==> src/ostst_pkg.sv <==
// ----------------------------------------------------------------------------
// ostst_pkg
// Shared widths, request and status codes and the table write command of the
// one-shot timer slot table.
// ----------------------------------------------------------------------------
package ostst_pkg;

    localparam int TIMER_SLOTS   = 10;
    localparam int NUM_SLOTS_DEF = TIMER_SLOTS;

    localparam int REQ_W    = 2;
    localparam int STATUS_W = 2;
    localparam int SLOT_W   = 4;
    localparam int TICK_W   = 32;
    localparam int TAG_W    = 16;
    localparam int ARG_W    = 32;

    localparam logic [REQ_W-1:0] REQ_TICK   = 2'd0;
    localparam logic [REQ_W-1:0] REQ_CREATE = 2'd1;
    localparam logic [REQ_W-1:0] REQ_DELETE = 2'd2;

    localparam logic [STATUS_W-1:0] ST_OK   = 2'd0;
    localparam logic [STATUS_W-1:0] ST_BAD  = 2'd1;
    localparam logic [STATUS_W-1:0] ST_FULL = 2'd2;

    typedef struct packed {
        logic              set;
        logic              clr;
        logic [SLOT_W-1:0] idx;
    } ostst_wr_t;

endpackage

==> src/ostst_slot_table.sv <==
// ----------------------------------------------------------------------------
// ostst_slot_table
// Slot storage: occupied bits in flops cleared by reset, and deadline, tag
// and argument per slot, read at the scan index.
// ----------------------------------------------------------------------------
module ostst_slot_table #(
    parameter int NUM_SLOTS = ostst_pkg::NUM_SLOTS_DEF
) (
    input  logic                           clk,
    input  logic                           rst_n,
    input  ostst_pkg::ostst_wr_t           wr,
    input  logic [ostst_pkg::TICK_W-1:0]   wr_deadline,
    input  logic [ostst_pkg::TAG_W-1:0]    wr_tag,
    input  logic [ostst_pkg::ARG_W-1:0]    wr_arg,
    input  logic [ostst_pkg::SLOT_W-1:0]   rd_idx,
    output logic                           rd_valid,
    output logic [ostst_pkg::TICK_W-1:0]   rd_deadline,
    output logic [ostst_pkg::TAG_W-1:0]    rd_tag,
    output logic [ostst_pkg::ARG_W-1:0]    rd_arg
);
    import ostst_pkg::*;

    localparam int IDX_W = (NUM_SLOTS > 1) ? $clog2(NUM_SLOTS) : 1;

    logic [NUM_SLOTS-1:0] valid_reg;
    logic [TICK_W-1:0]    deadline_mem [NUM_SLOTS];
    logic [TAG_W-1:0]     tag_mem      [NUM_SLOTS];
    logic [ARG_W-1:0]     arg_mem      [NUM_SLOTS];

    logic [IDX_W-1:0] wr_sel;
    logic [IDX_W-1:0] rd_sel;

    assign wr_sel = wr.idx[IDX_W-1:0];
    assign rd_sel = rd_idx[IDX_W-1:0];

    always_ff @(posedge clk or negedge rst_n)
    begin
        if (!rst_n)
        begin
            valid_reg <= '0;
        end
        else if (wr.set)
        begin
            valid_reg[wr_sel] <= 1'b1;
        end
        else if (wr.clr)
        begin
            valid_reg[wr_sel] <= 1'b0;
        end
    end

    always_ff @(posedge clk)
    begin
        if (wr.set)
        begin
            deadline_mem[wr_sel] <= wr_deadline;
            tag_mem[wr_sel]      <= wr_tag;
            arg_mem[wr_sel]      <= wr_arg;
        end
    end

    assign rd_valid    = valid_reg[rd_sel];
    assign rd_deadline = deadline_mem[rd_sel];
    assign rd_tag      = tag_mem[rd_sel];
    assign rd_arg      = arg_mem[rd_sel];

endmodule

==> src/one_shot_timer_slot_table_core.sv <==
// ----------------------------------------------------------------------------
// one_shot_timer_slot_table_core
// Tick counter and table of one-shot timer slots with create, delete and
// tick requests, one result item per request item.
// ----------------------------------------------------------------------------
// A request item is taken only while the block is idle. Tick and valid create
// items walk the slots one per cycle and stop at the first hit: a tick at an
// occupied slot whose deadline the single deadline comparator finds reached, a
// create at a free slot. Delete, rejected create and unknown items skip the scan.
// The result item sits in an output register; a waiting result holds back
// only the end of the following item's scan, not its acceptance.
module one_shot_timer_slot_table_core #(
    parameter int NUM_SLOTS = ostst_pkg::NUM_SLOTS_DEF
) (
    input  logic                             clk,
    input  logic                             rst_n,
    input  logic                             in_valid,
    output logic                             in_stall,
    input  logic [ostst_pkg::REQ_W-1:0]      req_type,
    input  logic [ostst_pkg::TICK_W-1:0]     delay_ticks,
    input  logic [ostst_pkg::SLOT_W-1:0]     slot_index,
    input  logic [ostst_pkg::TAG_W-1:0]      callback_tag,
    input  logic [ostst_pkg::ARG_W-1:0]      callback_arg,
    output logic                             out_valid,
    input  logic                             out_stall,
    output logic [ostst_pkg::STATUS_W-1:0]   status,
    output logic [ostst_pkg::SLOT_W-1:0]     alloc_slot,
    output logic                             fired,
    output logic [ostst_pkg::SLOT_W-1:0]     fired_slot,
    output logic [ostst_pkg::TAG_W-1:0]      fired_tag,
    output logic [ostst_pkg::ARG_W-1:0]      fired_arg
);
    import ostst_pkg::*;

    localparam int IDX_W = (NUM_SLOTS > 1) ? $clog2(NUM_SLOTS) : 1;

    typedef enum logic [1:0] {
        S_IDLE,
        S_SCAN,
        S_FINISH
    } state_t;

    state_t              state_reg, state_next;
    logic [IDX_W-1:0]    scan_idx_reg, scan_idx_next;
    logic                create_reg, create_next;
    logic [TICK_W-1:0]   tick_reg, tick_next;
    logic [TICK_W-1:0]   new_deadline_reg, new_deadline_next;
    logic [TAG_W-1:0]    new_tag_reg, new_tag_next;
    logic [ARG_W-1:0]    new_arg_reg, new_arg_next;

    logic [STATUS_W-1:0] res_status_reg, res_status_next;
    logic [SLOT_W-1:0]   res_alloc_reg, res_alloc_next;
    logic                res_fired_reg, res_fired_next;
    logic [SLOT_W-1:0]   res_fslot_reg, res_fslot_next;
    logic [TAG_W-1:0]    res_ftag_reg, res_ftag_next;
    logic [ARG_W-1:0]    res_farg_reg, res_farg_next;

    logic                out_valid_reg, out_valid_next;
    logic [STATUS_W-1:0] status_reg, status_next;
    logic [SLOT_W-1:0]   alloc_reg, alloc_next;
    logic                fired_reg, fired_next;
    logic [SLOT_W-1:0]   fslot_reg, fslot_next;
    logic [TAG_W-1:0]    ftag_reg, ftag_next;
    logic [ARG_W-1:0]    farg_reg, farg_next;

    ostst_wr_t           wr;
    logic                rd_valid;
    logic [TICK_W-1:0]   rd_deadline;
    logic [TAG_W-1:0]    rd_tag;
    logic [ARG_W-1:0]    rd_arg;
    logic                scan_last;
    logic                reached;
    logic                del_in_range;

    ostst_slot_table #(
        .NUM_SLOTS (NUM_SLOTS)
    ) u_table (
        .clk         (clk),
        .rst_n       (rst_n),
        .wr          (wr),
        .wr_deadline (new_deadline_reg),
        .wr_tag      (new_tag_reg),
        .wr_arg      (new_arg_reg),
        .rd_idx      (SLOT_W'(scan_idx_reg)),
        .rd_valid    (rd_valid),
        .rd_deadline (rd_deadline),
        .rd_tag      (rd_tag),
        .rd_arg      (rd_arg)
    );

    assign in_stall     = (state_reg != S_IDLE);
    assign scan_last    = (scan_idx_reg == IDX_W'(NUM_SLOTS - 1));
    // shared deadline comparator
    assign reached      = (tick_reg >= rd_deadline);
    assign del_in_range = ({1'b0, slot_index} < (SLOT_W + 1)'(NUM_SLOTS));

    always_comb
    begin
        state_next        = state_reg;
        scan_idx_next     = scan_idx_reg;
        create_next       = create_reg;
        tick_next         = tick_reg;
        new_deadline_next = new_deadline_reg;
        new_tag_next      = new_tag_reg;
        new_arg_next      = new_arg_reg;
        res_status_next   = res_status_reg;
        res_alloc_next    = res_alloc_reg;
        res_fired_next    = res_fired_reg;
        res_fslot_next    = res_fslot_reg;
        res_ftag_next     = res_ftag_reg;
        res_farg_next     = res_farg_reg;
        out_valid_next    = out_valid_reg;
        status_next       = status_reg;
        alloc_next        = alloc_reg;
        fired_next        = fired_reg;
        fslot_next        = fslot_reg;
        ftag_next         = ftag_reg;
        farg_next         = farg_reg;
        wr                = '0;

        if (out_valid_reg && !out_stall)
        begin
            out_valid_next = 1'b0;
        end

        case (state_reg)
            S_IDLE:
            begin
                if (in_valid)
                begin
                    res_status_next = ST_OK;
                    res_alloc_next  = '0;
                    res_fired_next  = 1'b0;
                    res_fslot_next  = '0;
                    res_ftag_next   = '0;
                    res_farg_next   = '0;
                    scan_idx_next   = '0;
                    create_next     = 1'b0;
                    state_next      = S_FINISH;
                    case (req_type)
                        REQ_TICK:
                        begin
                            tick_next  = tick_reg + 1'b1;
                            state_next = S_SCAN;
                        end
                        REQ_CREATE:
                        begin
                            if (callback_tag == '0 || delay_ticks == '0)
                            begin
                                res_status_next = ST_BAD;
                            end
                            else
                            begin
                                create_next       = 1'b1;
                                new_deadline_next = tick_reg + delay_ticks;
                                new_tag_next      = callback_tag;
                                new_arg_next      = callback_arg;
                                state_next        = S_SCAN;
                            end
                        end
                        REQ_DELETE:
                        begin
                            if (del_in_range)
                            begin
                                wr.clr = 1'b1;
                                wr.idx = slot_index;
                            end
                        end
                        default:
                        begin
                            state_next = S_FINISH;
                        end
                    endcase
                end
            end
            S_SCAN:
            begin
                if (create_reg && !rd_valid)
                begin
                    wr.set         = 1'b1;
                    wr.idx         = SLOT_W'(scan_idx_reg);
                    res_alloc_next = SLOT_W'(scan_idx_reg);
                    state_next     = S_FINISH;
                end
                else if (!create_reg && rd_valid && reached)
                begin
                    wr.clr         = 1'b1;
                    wr.idx         = SLOT_W'(scan_idx_reg);
                    res_fired_next = 1'b1;
                    res_fslot_next = SLOT_W'(scan_idx_reg);
                    res_ftag_next  = rd_tag;
                    res_farg_next  = rd_arg;
                    state_next     = S_FINISH;
                end
                else if (scan_last)
                begin
                    if (create_reg)
                    begin
                        res_status_next = ST_FULL;
                    end
                    state_next = S_FINISH;
                end
                else
                begin
                    scan_idx_next = scan_idx_reg + 1'b1;
                end
            end
            S_FINISH:
            begin
                if (!out_valid_reg || !out_stall)
                begin
                    out_valid_next = 1'b1;
                    status_next    = res_status_reg;
                    alloc_next     = res_alloc_reg;
                    fired_next     = res_fired_reg;
                    fslot_next     = res_fslot_reg;
                    ftag_next      = res_ftag_reg;
                    farg_next      = res_farg_reg;
                    state_next     = S_IDLE;
                end
            end
            default:
            begin
                state_next = S_IDLE;
            end
        endcase
    end

    always_ff @(posedge clk or negedge rst_n)
    begin
        if (!rst_n)
        begin
            state_reg        <= S_IDLE;
            scan_idx_reg     <= '0;
            create_reg       <= 1'b0;
            tick_reg         <= '0;
            new_deadline_reg <= '0;
            new_tag_reg      <= '0;
            new_arg_reg      <= '0;
            res_status_reg   <= ST_OK;
            res_alloc_reg    <= '0;
            res_fired_reg    <= 1'b0;
            res_fslot_reg    <= '0;
            res_ftag_reg     <= '0;
            res_farg_reg     <= '0;
            out_valid_reg    <= 1'b0;
            status_reg       <= ST_OK;
            alloc_reg        <= '0;
            fired_reg        <= 1'b0;
            fslot_reg        <= '0;
            ftag_reg         <= '0;
            farg_reg         <= '0;
        end
        else
        begin
            state_reg        <= state_next;
            scan_idx_reg     <= scan_idx_next;
            create_reg       <= create_next;
            tick_reg         <= tick_next;
            new_deadline_reg <= new_deadline_next;
            new_tag_reg      <= new_tag_next;
            new_arg_reg      <= new_arg_next;
            res_status_reg   <= res_status_next;
            res_alloc_reg    <= res_alloc_next;
            res_fired_reg    <= res_fired_next;
            res_fslot_reg    <= res_fslot_next;
            res_ftag_reg     <= res_ftag_next;
            res_farg_reg     <= res_farg_next;
            out_valid_reg    <= out_valid_next;
            status_reg       <= status_next;
            alloc_reg        <= alloc_next;
            fired_reg        <= fired_next;
            fslot_reg        <= fslot_next;
            ftag_reg         <= ftag_next;
            farg_reg         <= farg_next;
        end
    end

    assign out_valid  = out_valid_reg;
    assign status     = status_reg;
    assign alloc_slot = alloc_reg;
    assign fired      = fired_reg;
    assign fired_slot = fslot_reg;
    assign fired_tag  = ftag_reg;
    assign fired_arg  = farg_reg;

    // a fired result never reports an allocation or an error
    a_fired_clean: assert property (@(posedge clk) disable iff (!rst_n)
        out_valid && fired |-> status == ST_OK && alloc_slot == '0)
        else $error("fired result with status or alloc set");

    // the scan pointer stays within the table
    a_scan_range: assert property (@(posedge clk) disable iff (!rst_n)
        state_reg == S_SCAN |-> scan_idx_reg <= IDX_W'(NUM_SLOTS - 1))
        else $error("scan index beyond last slot");

    // the counter moves only on an accepted tick item
    a_tick_step: assert property (@(posedge clk) disable iff (!rst_n)
        !(in_valid && !in_stall && req_type == REQ_TICK) |=> $stable(tick_reg))
        else $error("tick count changed without tick item");

    // at most one slot is written per cycle
    a_wr_single: assert property (@(posedge clk) disable iff (!rst_n)
        !(wr.set && wr.clr))
        else $error("table set and clear together");

endmodule
==> config.mk <==
export PLATFORM = sky130hd
export DESIGN_NAME = one_shot_timer_slot_table_core
export DESIGN_NICKNAME = d
export VERILOG_FILES = /design/src/ostst_pkg.sv /design/src/ostst_slot_table.sv /design/src/one_shot_timer_slot_table_core.sv
export SDC_FILE = /design/constraint.sdc
export NUM_CORES = 1
export LEC_CHECK = 0
export BUFFER_PORTS_ARGS = -buffer_cell sky130_fd_sc_hd__buf_2
export CAP_MARGIN = 30
export CORE_MARGIN = 2
export CORE_UTILIZATION = 50
export DETAILED_ROUTE_END_ITERATION = 6
export PLACE_DENSITY = 0.64
export RECOVER_POWER = 100
export SETUP_SLACK_MARGIN = 0.1
export SYNTH_ARGS = -nofsm -noshare
export SYNTH_HDL_FRONTEND = slang
export SYNTH_SLANG_ARGS = --single-unit
==> constraint.sdc <==
create_clock -name clk -period 22.1 [get_ports clk]
set_input_delay 2.21 -clock clk [delete_from_list [all_inputs] [get_ports clk]]
set_output_delay 2.21 -clock clk [all_outputs]
set_load 0.03 [all_outputs]
* After elaboration in Yosys (flattened, before gate mapping)
Memories as Yosys holds them, arrays and structs flattened. Cells that the tools add are included. Widths: inputs -> output; s select.
Word-level totals: bits in writable memories 800, output and inout port bits 61, memories 3, word-level logic and storage cells 138, flip-flop bits (word level) 248, bits of input ports 90
Cells by class: equal/unequal tests 15, $lt $le $gt $ge 5, bitwise operators 4, add/subtract/negate cells 3, reduce and logical (&&, ||, !) cells 27, multiplexer cells 60
Memory list:
- u_table.arg_mem | depth 10, bits a word 32, rd ports 1, clocked after memory_dff 0, wr ports 1, line ostst_slot_table.sv:28 | logic [ARG_W-1:0] arg_mem [NUM_SLOTS];
- u_table.deadline_mem | depth 10, bits a word 32, rd ports 1, clocked after memory_dff 0, wr ports 1, line ostst_slot_table.sv:26 | logic [TICK_W-1:0] deadline_mem [NUM_SLOTS];
- u_table.tag_mem | depth 10, bits a word 16, rd ports 1, clocked after memory_dff 0, wr ports 1, line ostst_slot_table.sv:27 | logic [TAG_W-1:0] tag_mem [NUM_SLOTS];
Operator list (number):
- $mux 32 | 3
- $pmux 32 s2 | 1
- $mux 16 | 3
- $add 32x1->32 const B | 1
- $add 32x32->32 | 1
- $ge 32x32->1 | 1
- $logic_not 32->1 | 1
- $mux 4 | 8
- $pmux 16 s2 | 1
- $pmux 4 s2 | 3
- $mux 2 | 11
- $mux 10 | 2
- $mux 5 | 4
- $ne 2x2->1 const B | 9
- $mux 1 | 17
- $logic_not 16->1 | 1
- $and 10x10->10 | 1
- $lt 4x5->1 const B | 2
- $not 10->10 | 1
- $or 10x10->10 | 1
- $pmux 5 s2 | 1
- $reduce_and 3->1 | 3
- $pmux 2 s2 | 2
- $reduce_and 4->1 | 2
- other kinds (20) | 34

* Depth between registers and ports, before layout
Gate-level depths: netlist of run 1.
depth after elaboration 15, depth in mapped cells 20, depth with buffers taken out 14

* Hierarchy
A second synthesis of run 1 with hierarchy kept.
Unflattened totals: cells, all modules 2784, area total of the unflattened synthesis 43536.8 um^2
By module, submodules not included:
- ostst_slot_table | area each 31805.5 um^2, instances 1, seq. area each 24273.3 um^2, cells an instance 1683
- one_shot_timer_slot_table_core | area each 11731.3 um^2, instances 1, seq. area each 5955.7 um^2, cells an instance 1101

* Least setup slack after synthesis of run 1
Ideal clock, no wire load.
kind register to register, start point register scan_idx_reg[0], end point memory u_table.arg_mem[6][0], enable pin, arrival 9.978 ns, setup time 0.616 ns, buffers on the path 4, data required time 21.484 ns, stages on the path, launching flop included 19, slack 11.505 ns, period minus slack after synthesis 10.595 ns, cells stage by stage dfrtp_1 buf_2 buf_1 buf_1 mux4_2 nand2_1 nand2_1 o21ai_0 ha_1 a21o_1 a21o_1 a211oi_1 o211ai_1 a221oi_2 nor4_2 a221o_1 or2_0 buf_2 nor3_1
On the way: longest elaborated chain between the ends 8, elaborated cells on any way between the ends 15, classes of those cells order compare: 1; mux: 9; reduce/logical: 4; memory: 1
Ends and longest elaborated chain:
- start, declared | line one_shot_timer_slot_table_core.sv:44 | logic [IDX_W-1:0] scan_idx_reg, scan_idx_next;
- start signal, assigned | line one_shot_timer_slot_table_core.sv:257 | scan_idx_reg <= scan_idx_next;
- parallel branches: the longest is 8 deep, another holds $mem_v2 10x32
- end, declared | line ostst_slot_table.sv:28
Parallel ways; which one is timed is not known. The select of a mux whose other input is x is not followed.

* Final worst setup path of run 1
start point register scan_idx_reg[0], end point memory u_table.deadline_mem[6][11], enable pin
On the way: longest elaborated chain between the ends 8, elaborated cells on any way between the ends 15, classes of those cells order compare: 1; mux: 9; reduce/logical: 4; memory: 1
Ends and longest elaborated chain (line):
- parallel branches: the longest is 8 deep, another holds $mem_v2 10x32
- end, declared | ostst_slot_table.sv:26
Parallel ways; which one is timed is not known. The select of a mux whose other input is x is not followed.

==> results of run 1 <==
## kinds of logic (layout without fill, tap and decap cells)
| kind of cell | count (synthesis) | after routing | synth area share (%) |
|---|---|---|---|
| flops | 1048 | 1048 | 71.30 |
| simple gates | 606 | 606 | 6.251 |
| mux | 353 | 353 | 13.44 |
| compound gates | 315 | 315 | 4.501 |
| buf+inv | 148 | 406 | 1.328 |
| fa+ha+maj | 67 | 67 | 1.995 |
| xor+xnor | 57 | 57 | 1.178 |
## worst register-to-register path, stage by stage, from the launching register on
cell	delay, ns
dfrtp_1	1.32
clkbuf_1	5.66
mux4_2	1.17
nand2_1	0.11
nand2_1	0.06
o21ai_0	0.16
ha_1	0.29
a21o_1	0.17
a21o_1	0.17
a21oi_1	0.24
o211ai_1	0.20
a221oi_2	0.73
nor4_2	0.14
a221o_1	0.51
or2_0	0.46
nor3_1	0.29
buf_4	0.61
buf_4	0.73
## Yosys cell counts, types with 4 or more instances
| cell type | number | share of area (%) |
|---|---|---|
| and3_1 | 13 | 0.19 |
| a21oi_1 | 35 | 0.41 |
| a211oi_1 | 8 | 0.14 |
| o21bai_1 | 5 | 0.089 |
| mux2i_1 | 80 | 1.9 |
| nand2_1 | 395 | 3.5 |
| a21o_1 | 26 | 0.46 |
| o21ai_1 | 5 | 0.059 |
| nor2b_1 | 7 | 0.10 |
| ha_1 | 66 | 1.9 |
| nand2b_1 | 11 | 0.16 |
| xnor2_1 | 34 | 0.70 |
| inv_1 | 19 | 0.17 |
| nand4_1 | 26 | 0.38 |
| buf_1 | 44 | 0.39 |
| o211ai_1 | 5 | 0.089 |
| nor2_1 | 35 | 0.31 |
| xor2_1 | 23 | 0.48 |
| o21ai_0 | 180 | 2.1 |
| mux2_2 | 110 | 2.9 |
| nor3b_1 | 4 | 0.071 |
| buf_2 | 6 | 0.071 |
| a31oi_1 | 5 | 0.074 |
| nand3_1 | 73 | 0.86 |
| edfxtp_1 | 800 | 57 |
| clkbuf_1 | 78 | 0.69 |
| dfrtp_1 | 248 | 15 |
| mux4_2 | 162 | 8.6 |
| o31ai_1 | 8 | 0.14 |
| nor3_1 | 8 | 0.094 |
| nor4_1 | 15 | 0.22 |
## layer usage
layer	vias up	wire length (µm)
met5	-	0
met4	0	1644
met3	124	5030
met2	673	44430
met1	11920	42630
li1	10320	-
## stage by stage
step / worst slack [ns] / instance area, µm² / hold slack (ns)
after global placement: 14.46 / 44450 / 0.4567
after global routing: 7.174 / 48080 / 0.5169
after floorplan: 11.51 / 42390 / 0.4431
final: 8.701 / 48080 / 0.4922
after detailed placement: 14.48 / 44550 / 0.4668
after CTS: 14.43 / 48240 / 0.4971
## how the worst max path moves through the flow
stage,from,endpoint,slack [ns],depth (start not counted)
floorplan,scan_idx_reg[0],u_table.arg_mem[6][0],11.51,18
global placement,scan_idx_reg[0],u_table.deadline_mem[4][14],14.46,16
detailed placement,scan_idx_reg[0],u_table.deadline_mem[8][14],14.48,16
CTS,scan_idx_reg[0],u_table.arg_mem[8][0],14.43,16
global route,scan_idx_reg[0],u_table.arg_mem[6][31],7.17,17
finish,scan_idx_reg[0],u_table.deadline_mem[6][11],8.70,17
## layout make-up
cell class                      count  area share [%]
Timing Repair Buffer              189           2.121
Clock inverter                     52           1.236
Multi-Input combinational cell   1398           24.20
Inverter                           20          0.1587
Clock buffer                      145           6.438
Sequential cell                  1048           62.89
Tap cell                         1134           2.951
## report_power, final
part,internal [mW],total [mW],leakage [nW],switching [mW]
sequential,2.45,2.73,10.5,0.280
combinational,0.463,0.927,5.11,0.464
clock,1.12,1.85,1.83,0.735
total,4.03,5.51,17.5,1.48
==> qor.yml, run 1 <==
timing.rr.start: "scan_idx_reg[0]"
total_power_mw: 5.508
regToRegEndpoint: "u_table.deadline_mem[6][11]"
top_usage_layer: "met2"
ir_drop_v: 0.00008522
synth_edf_count: 800
routed_wl_um: 93730
die_w_um: 295.2
port_buffers: 150
fmax_ghz: 0.07463
grt_overflow: 0
finalMaxSlewViolations: 552
status: "finished with violations"
fillers: 6481
ant_nets: 0
netlist_area_mm2: 0.04239
period_needed_ns: 13.40
fp.dieH_um: 295.2
grt_pass1_vias: 23860
maxSlewHeadroom_pct: -436.4
clk_latency_ns: 0.66
grt_util_met1_pct: 32.03
drive_above_1_share_pct: 20.44
crit_path_max_fanout: 100
final_cells: 3986
layout_commonest_cell: "edfxtp_1"
cp-end-kind: "flip-flop"
grt_pass1_wl_um: 144300
tritoncts: "built"
reg2reg_depth: 17
wl_per_cell_um: 23.52
dp_cells: 3787
fin_tns_setup_ns: 0
crit_required_ns: 22.38
hold_end: "res_fired_reg"
grt_max_degree: 131
arrival_ns: 13.68
area_growth_syn_to_layout_pct: 13.42
async_flop_share_pct: 23.66
regArea_mm2: 0.03024
finalSetupViolCount: 0
io_pins: 151
first_pass_iters: 5
dieArea_mm2: 0.08713
row_count: 106
worst_pin_slew_ns: 8.046
finClkSkew_ns: 0.02572
cp_top_family: "buffers and inverters"
utilization_pct: 57.36
final_cell_mix: "edfxtp_1 (800), nand2_1 (394), dfrtp_1 (245), o21ai_0 (183), mux4_2 (162)"
synth_flop_cell: "edfxtp_1"
cts-root-buf: "clkbuf_16"
htree_levels: 3
hp-class: "flip-flop to flip-flop"
path_buf_inv: 3
cts_sinks: 1048
syn_nets: 2751
syn_area_per_cell_um2: 16.34
ctsHoldBuffers: 0
period_share_pct: 60.63
gp_congestion: 0.7964
yosysWarnings: 0
postSynthCellCount: 2594
ys_seq_area_share_pct: 71.30
core_mm2: 0.08382
num_vias: 23040
cts_buffer_depth: 3
grt_usage_pct: 21.90
place_hpwl_um: 55050
start_util_pct: 50.58
use_met3_pct: 2.849
multi_input_area_mm2: 0.01164
start_kind: "flip-flop"
hold_viol: 0
rrSetupSlack_ns: 8.70
numCtsBuffers: 104
hold_depth: 2
drv_cap: 8
p_leak_nw: 17.46
nNetsFinal: 2918
antenna_found_initial: 0
drc: 0
vias_per_cell: 5.780
top_regs: "u_table.arg_mem (320), u_table.deadline_mem (320), u_table.tag_mem (160)"
timing_worst_setup_path_type: "flip-flop to flip-flop"
post_synth_num_cell_types: 72
ys_ff_latch: 1048
cp_slowest_cell: "clkbuf_1"
p_per_area_mw_per_mm2: 114.6
cts_resized: 0
drt_iter0_drc: 2068
violations: "capacitance limit, slew limit"
diodes: 0
crit_chain: "clkbuf_1 > mux4_2 > nand2_1 > nand2_1 > o21ai_0 > ha_1 > a21o_1 > a21o_1 > a21oi_1 > o211ai_1 > a221oi_2 > nor4_2 > a221o_1 > or2_0 > nor3_1 > buf_4 > buf_4"
met2_usage_pct: 35.15
rsz0062_at_grt: "no"
max_stage_delay_ns: 5.65
clkTransAtPathRegs_ns: 0.06
hold_start: "res_fired_reg"
post_cts_buffers: 0
No activity file was read; power rests on OpenSTA's default activity.
==> run 2: changes to the inputs <==
- PLACE_DENSITY: 0.64 -> 0.66
- clock period: 22.1 -> 11.7 ns (I/O delays scaled with it)
==> run 2 against run 1 <==
  * The run still ends with capacitance limit, slew limit left
  * First-iteration DRC count rose by 5.0%
  * Register-to-register slack got worse by 6.4 ns
  * Die area did not move
  * Utilization fell by 0.46 points
  * Sequential cell count did not move
  * Clock power rose by 78%
  * Sequential share of layout area rose by 0.50 points
  * Global-route usage fell by 0.13 points
  * Critical path depth fell by 1
  * Cell count did not move
  * Critical endpoint is now u_table.arg_mem[1][3]
  * Largest cell class unchanged
  * Largest power group unchanged
==> qor.yml, run 2 (synthesized netlist as in run 1, its figures left out) <==
hp-class: "flip-flop to flip-flop"
maxSlewHeadroom_pct: -203.6
cp-end-kind: "flip-flop"
regToRegEndpoint: "u_table.arg_mem[1][3]"
grt_max_degree: 112
cts_resized: 0
top_regs: "u_table.arg_mem (320), u_table.deadline_mem (320), u_table.tag_mem (160)"
vias_per_cell: 5.783
cts_buffer_depth: 3
timing_worst_setup_path_type: "flip-flop to flip-flop"
fp.dieH_um: 295.2
worst_pin_slew_ns: 4.554
p_leak_nw: 17.24
dieArea_mm2: 0.08713
drc: 0
first_pass_iters: 5
setup_slack_ns: 2.272
ir_drop_v: 0.0001880
timing.rr.start: "scan_idx_reg[0]"
period_share_pct: 80.58
status: "finished with violations"
io_pins: 151
grt_usage_pct: 21.77
place_hpwl_um: 54630
reg2reg_depth: 16
total_power_mw: 10.11
cts_sinks: 1048
routed_wl_um: 93750
clkPwrFrac_pct: 32.6
finalSetupViolCount: 0
num_vias: 23050
period_needed_ns: 9.428
final_cells: 3986
p_per_area_mw_per_mm2: 212.0
ant_nets: 0
rrSetupSlack_ns: 2.27
utilization_pct: 56.90
start_util_pct: 50.58
power.share.sequential_pct: 50.8
grt_pass1_wl_um: 143800
clk_latency_ns: 0.66
final_cell_mix: "edfxtp_1 (800), nand2_1 (395), dfrtp_1 (245), o21ai_0 (183), mux4_2 (162)"
fmax_ghz: 0.1061
grt_overflow: 0
internal-power_mw: 7.343
hold_end: "res_fired_reg"
antenna_found_initial: 2
tritoncts: "built"
crit_path_max_fanout: 49
drv_cap: 21
layout_commonest_cell: "edfxtp_1"
hold_start: "res_fired_reg"
place_ws_ns: 3.814
fin_tns_setup_ns: 0
power_switching_mw: 2.769
startpoint: "scan_idx_reg[0]"
post_cts_buffers: 0
fillers: 6538
hold_slack_ns: 0.4786
hold_depth: 2
violations: "capacitance limit, slew limit"
rsz0062_at_grt: "no"
final_area_mm2: 0.04770
core_mm2: 0.08382
dp_cells: 3789
row_count: 106
port_buffers: 150
finalMaxSlewViolations: 951
arrival_ns: 9.59
numCtsBuffers: 105
diodes: 0
ctsHoldBuffers: 0
area_growth_syn_to_layout_pct: 12.51
gp_congestion: 0.8096
finClkSkew_ns: 0.03003
switching_share_pct: 27.38
crit_required_ns: 11.86
clkTransAtPathRegs_ns: 0.06
hold_viol: 0
wl_per_cell_um: 23.52
drt_iter0_drc: 2172
nNetsFinal: 2920
htree_levels: 3
grt_pass1_vias: 23800
die_w_um: 295.2
placed_area_mm2: 0.04454
start_kind: "flip-flop"
drive_above_1_share_pct: 19.21
cts-root-buf: "clkbuf_16"
pwr-share-comb_pct: 16.7
## run 2: final cells by class
type                            count  area [µm²]  share of cell area (%)
Clock buffer                      133        2805                   5.881
Multi-Input combinational cell   1398       11620                   24.36
Tap cell                         1134        1419                   2.975
Timing Repair Buffer              190       944.7                   1.981
Clock inverter                     63       596.8                   1.251
Sequential cell                  1048       30240                   63.40
Inverter                           20       76.32                  0.1600
## run 2: worst max-delay path by stage
stage | end | slack (ns)
2_1_floorplan | u_table.arg_mem[6][0] | 1.11
3_3_place_gp | u_table.arg_mem[4][0] | 3.76
3_5_place_dp | u_table.arg_mem[4][0] | 3.81
4_1_cts | u_table.arg_mem[4][0] | 3.77
5_1_grt | u_table.arg_mem[1][8] | 1.72
6_report | u_table.arg_mem[1][3] | 2.27
## run 2: layer usage
| layer | share of wire (%) | vias to the layer above | GRT usage, % |
|---|---|---|---|
| met5 | 0.036 | - | 0 |
| met4 | 1.8 | 4 | 5.522 |
| met3 | 5.9 | 126 | 3.067 |
| met2 | 48 | 709 | 35.37 |
| met1 | 44 | 11910 | 31.33 |
| li1 | - | 10300 | - |
## run 2: critical path, cell delays in order, from the launching register on
cell and delay [ns]:
dfrtp_1 1.03, buf_16 0.36, buf_4 0.67, mux4_2 0.58
nand2_1 0.08, nand2_1 0.08, o21ai_0 0.17, ha_1 0.28
nand4_1 0.16, nor3_1 0.08, a211oi_1 0.23, o211ai_1 0.17
a221oi_1 1.20, o211a_1 0.50, nand3_1 0.30, nor2_4 0.16
clkbuf_1 2.76
## run 2: power by group through the flow
| stage | logic [mW] | registers [mW] | clock network [mW] |
|---|---|---|---|
| global route | 1.86 | 5.19 | 3.51 |
| CTS | 1.71 | 5.13 | 3.35 |
| floorplan | 1.31 | 4.96 | 0 |
| finish | 1.69 | 5.13 | 3.29 |
| detailed placement | 1.70 | 5.21 | 0 |
| global placement | 1.64 | 5.18 | 0 |
==> run 3: changes to the inputs <==
- clock period: 11.7 -> 8 ns (I/O delays scaled with it)
==> run 3 against run 2 <==
  * The run still ends with capacitance limit, slew limit left
  * Combinational power rose by 45%
  * Clock power increased by 50%
  * First-iteration DRC count fell by 1.7%
  * Die area is the same
  * Register-to-register slack worse by 1.3 ns
  * Sequential cell count stayed put
  * Global-route usage is 0.21 points higher
==> qor.yml, run 3 (synthesized netlist as in run 1, its figures left out) <==
first_pass_iters: 5
cp-end-kind: "flip-flop"
place_hpwl_um: 55190
worst-path-stages: 15
nNetsFinal: 2927
grt_max_degree: 156
post_cts_buffers: 0
maxSlewHeadroom_pct: -245.7
start_kind: "flip-flop"
hold_start: "callback_arg[23]"
drc: 0
drt_iter0_drc: 2136
grt_pass1_vias: 23190
cts_buffer_depth: 3
crit_chain: "buf_12 > mux4_2 > nand2_1 > nand2_1 > o21ai_0 > ha_1 > a21oi_1 > nor2_1 > a211oi_1 > o21ai_0 > a221oi_2 > o211a_1 > nand3_1 > nor2_2 > clkbuf_2"
clk_latency_ns: 0.67
numCtsBuffers: 106
fp.dieH_um: 295.2
startpoint: "scan_idx_reg[0]"
grt_overflow: 0
die_w_um: 295.2
period_share_pct: 88.45
p_per_area_mw_per_mm2: 310.4
total_power_mw: 14.91
hp-class: "input pin to flip-flop"
timing_worst_setup_path_type: "flip-flop to flip-flop"
finClkSkew_ns: 0.04564
dp_cells: 3795
drv_cap: 7
cts-root-buf: "clkbuf_16"
grt_usage_pct: 21.98
hold_depth: 2
finalMaxSlewViolations: 358
final_cells: 3997
routed_wl_um: 94060
wl_per_cell_um: 23.53
dieArea_mm2: 0.08713
ctsHoldBuffers: 0
regToRegEndpoint: "u_table.tag_mem[1][14]"
timing.rr.start: "scan_idx_reg[0]"
cp_top_family: "compound AO/OA/AOI/OAI gates"
final_area_mm2: 0.04802
status: "finished with violations"
port_buffers: 150
top_regs: "u_table.arg_mem (320), u_table.deadline_mem (320), u_table.tag_mem (160)"
violations: "capacitance limit, slew limit"
final_cell_mix: "edfxtp_1 (800), nand2_1 (395), dfrtp_1 (245), o21ai_0 (183), mux4_2 (162)"
placed_area_mm2: 0.04474
area_growth_syn_to_layout_pct: 13.28
arrival_ns: 7.37
critPathCapture: "u_table.tag_mem[1][14]"
cp_slowest_cell: "nor2_2"
hold_slack_ns: 0.3679
io_pins: 151
clkTransAtPathRegs_ns: 0.06
vias_per_cell: 5.765
gp_congestion: 0.8391
hold_viol: 0
crit_path_max_fanout: 72
cts_resized: 0
antenna_found_initial: 5
start_util_pct: 50.58
worst_pin_slew_ns: 5.185
num_vias: 23040
p_leak_nw: 17.43
ir_drop_v: 0.0002013
cts_sinks: 1048
drive_above_1_share_pct: 20.41
reg2reg_depth: 15
max_stage_delay_ns: 1.20
path_buf_inv: 2
period_needed_ns: 7.076
htree_levels: 3
layout_commonest_cell: "edfxtp_1"
fmax_ghz: 0.1413
core_mm2: 0.08382
row_count: 106
ant_nets: 0
rsz0062_at_grt: "no"
finalSetupViolCount: 0
rrSetupSlack_ns: 0.92
grt_pass1_wl_um: 143600
tritoncts: "built"
crit_required_ns: 8.30
==> run 3: stage by stage <==
| stage | TNS [ns] | utilization, % | setup slack (ns) |
|---|---|---|---|
| 2_1_floorplan | -114.37 | - | -0.4345 |
| 3_3_place_gp | 0 | 53.31 | 1.426 |
| 3_5_place_dp | 0 | 53.37 | 1.295 |
| 4_1_cts | 0 | 57.58 | 1.219 |
| 5_1_grt | 0 | 57.29 | 0.4430 |
| 6_report | 0 | 57.29 | 0.9244 |
==> run 3: worst min-delay path by stage <==
stage / endpoint / slack (ns)
global placement: res_fired_reg / 0.46
CTS: fired_tag[3] / 0.16
global route: new_arg_reg[20] / 0.35
detailed placement: res_fired_reg / 0.48
floorplan: res_fired_reg / 0.44
finish: new_arg_reg[23] / 0.37
==> run 3: metal layers <==
metal	vias up	part of all wire [%]	routed length [µm]	global-route usage [%]
li1	10340	-	-	-
met1	11860	44	41030	31.17
met2	720	48	45610	35.83
met3	128	5.9	5509	3.383
met4	0	2.0	1900	5.881
met5	-	0	0	0
==> run 3: power breakdown <==
group / leakage [nW] / switching (mW) / internal (mW) / total, mW
sequential: 10.5 / 0.769 / 6.76 / 7.53
combinational: 5.16 / 1.26 / 1.18 / 2.45
clock: 1.74 / 2.02 / 2.91 / 4.93
==> run 3: area by class of cell <==
type,instances,area [µm²]
antenna,1,2.502
clock buffer,145,3002
clock inverter,55,529.3
fill,6436,35800
inverter,20,76.32
multi-input combinational,1398,11650
sequential,1048,30240
tap,1134,1419
timing repair buffer,196,1105
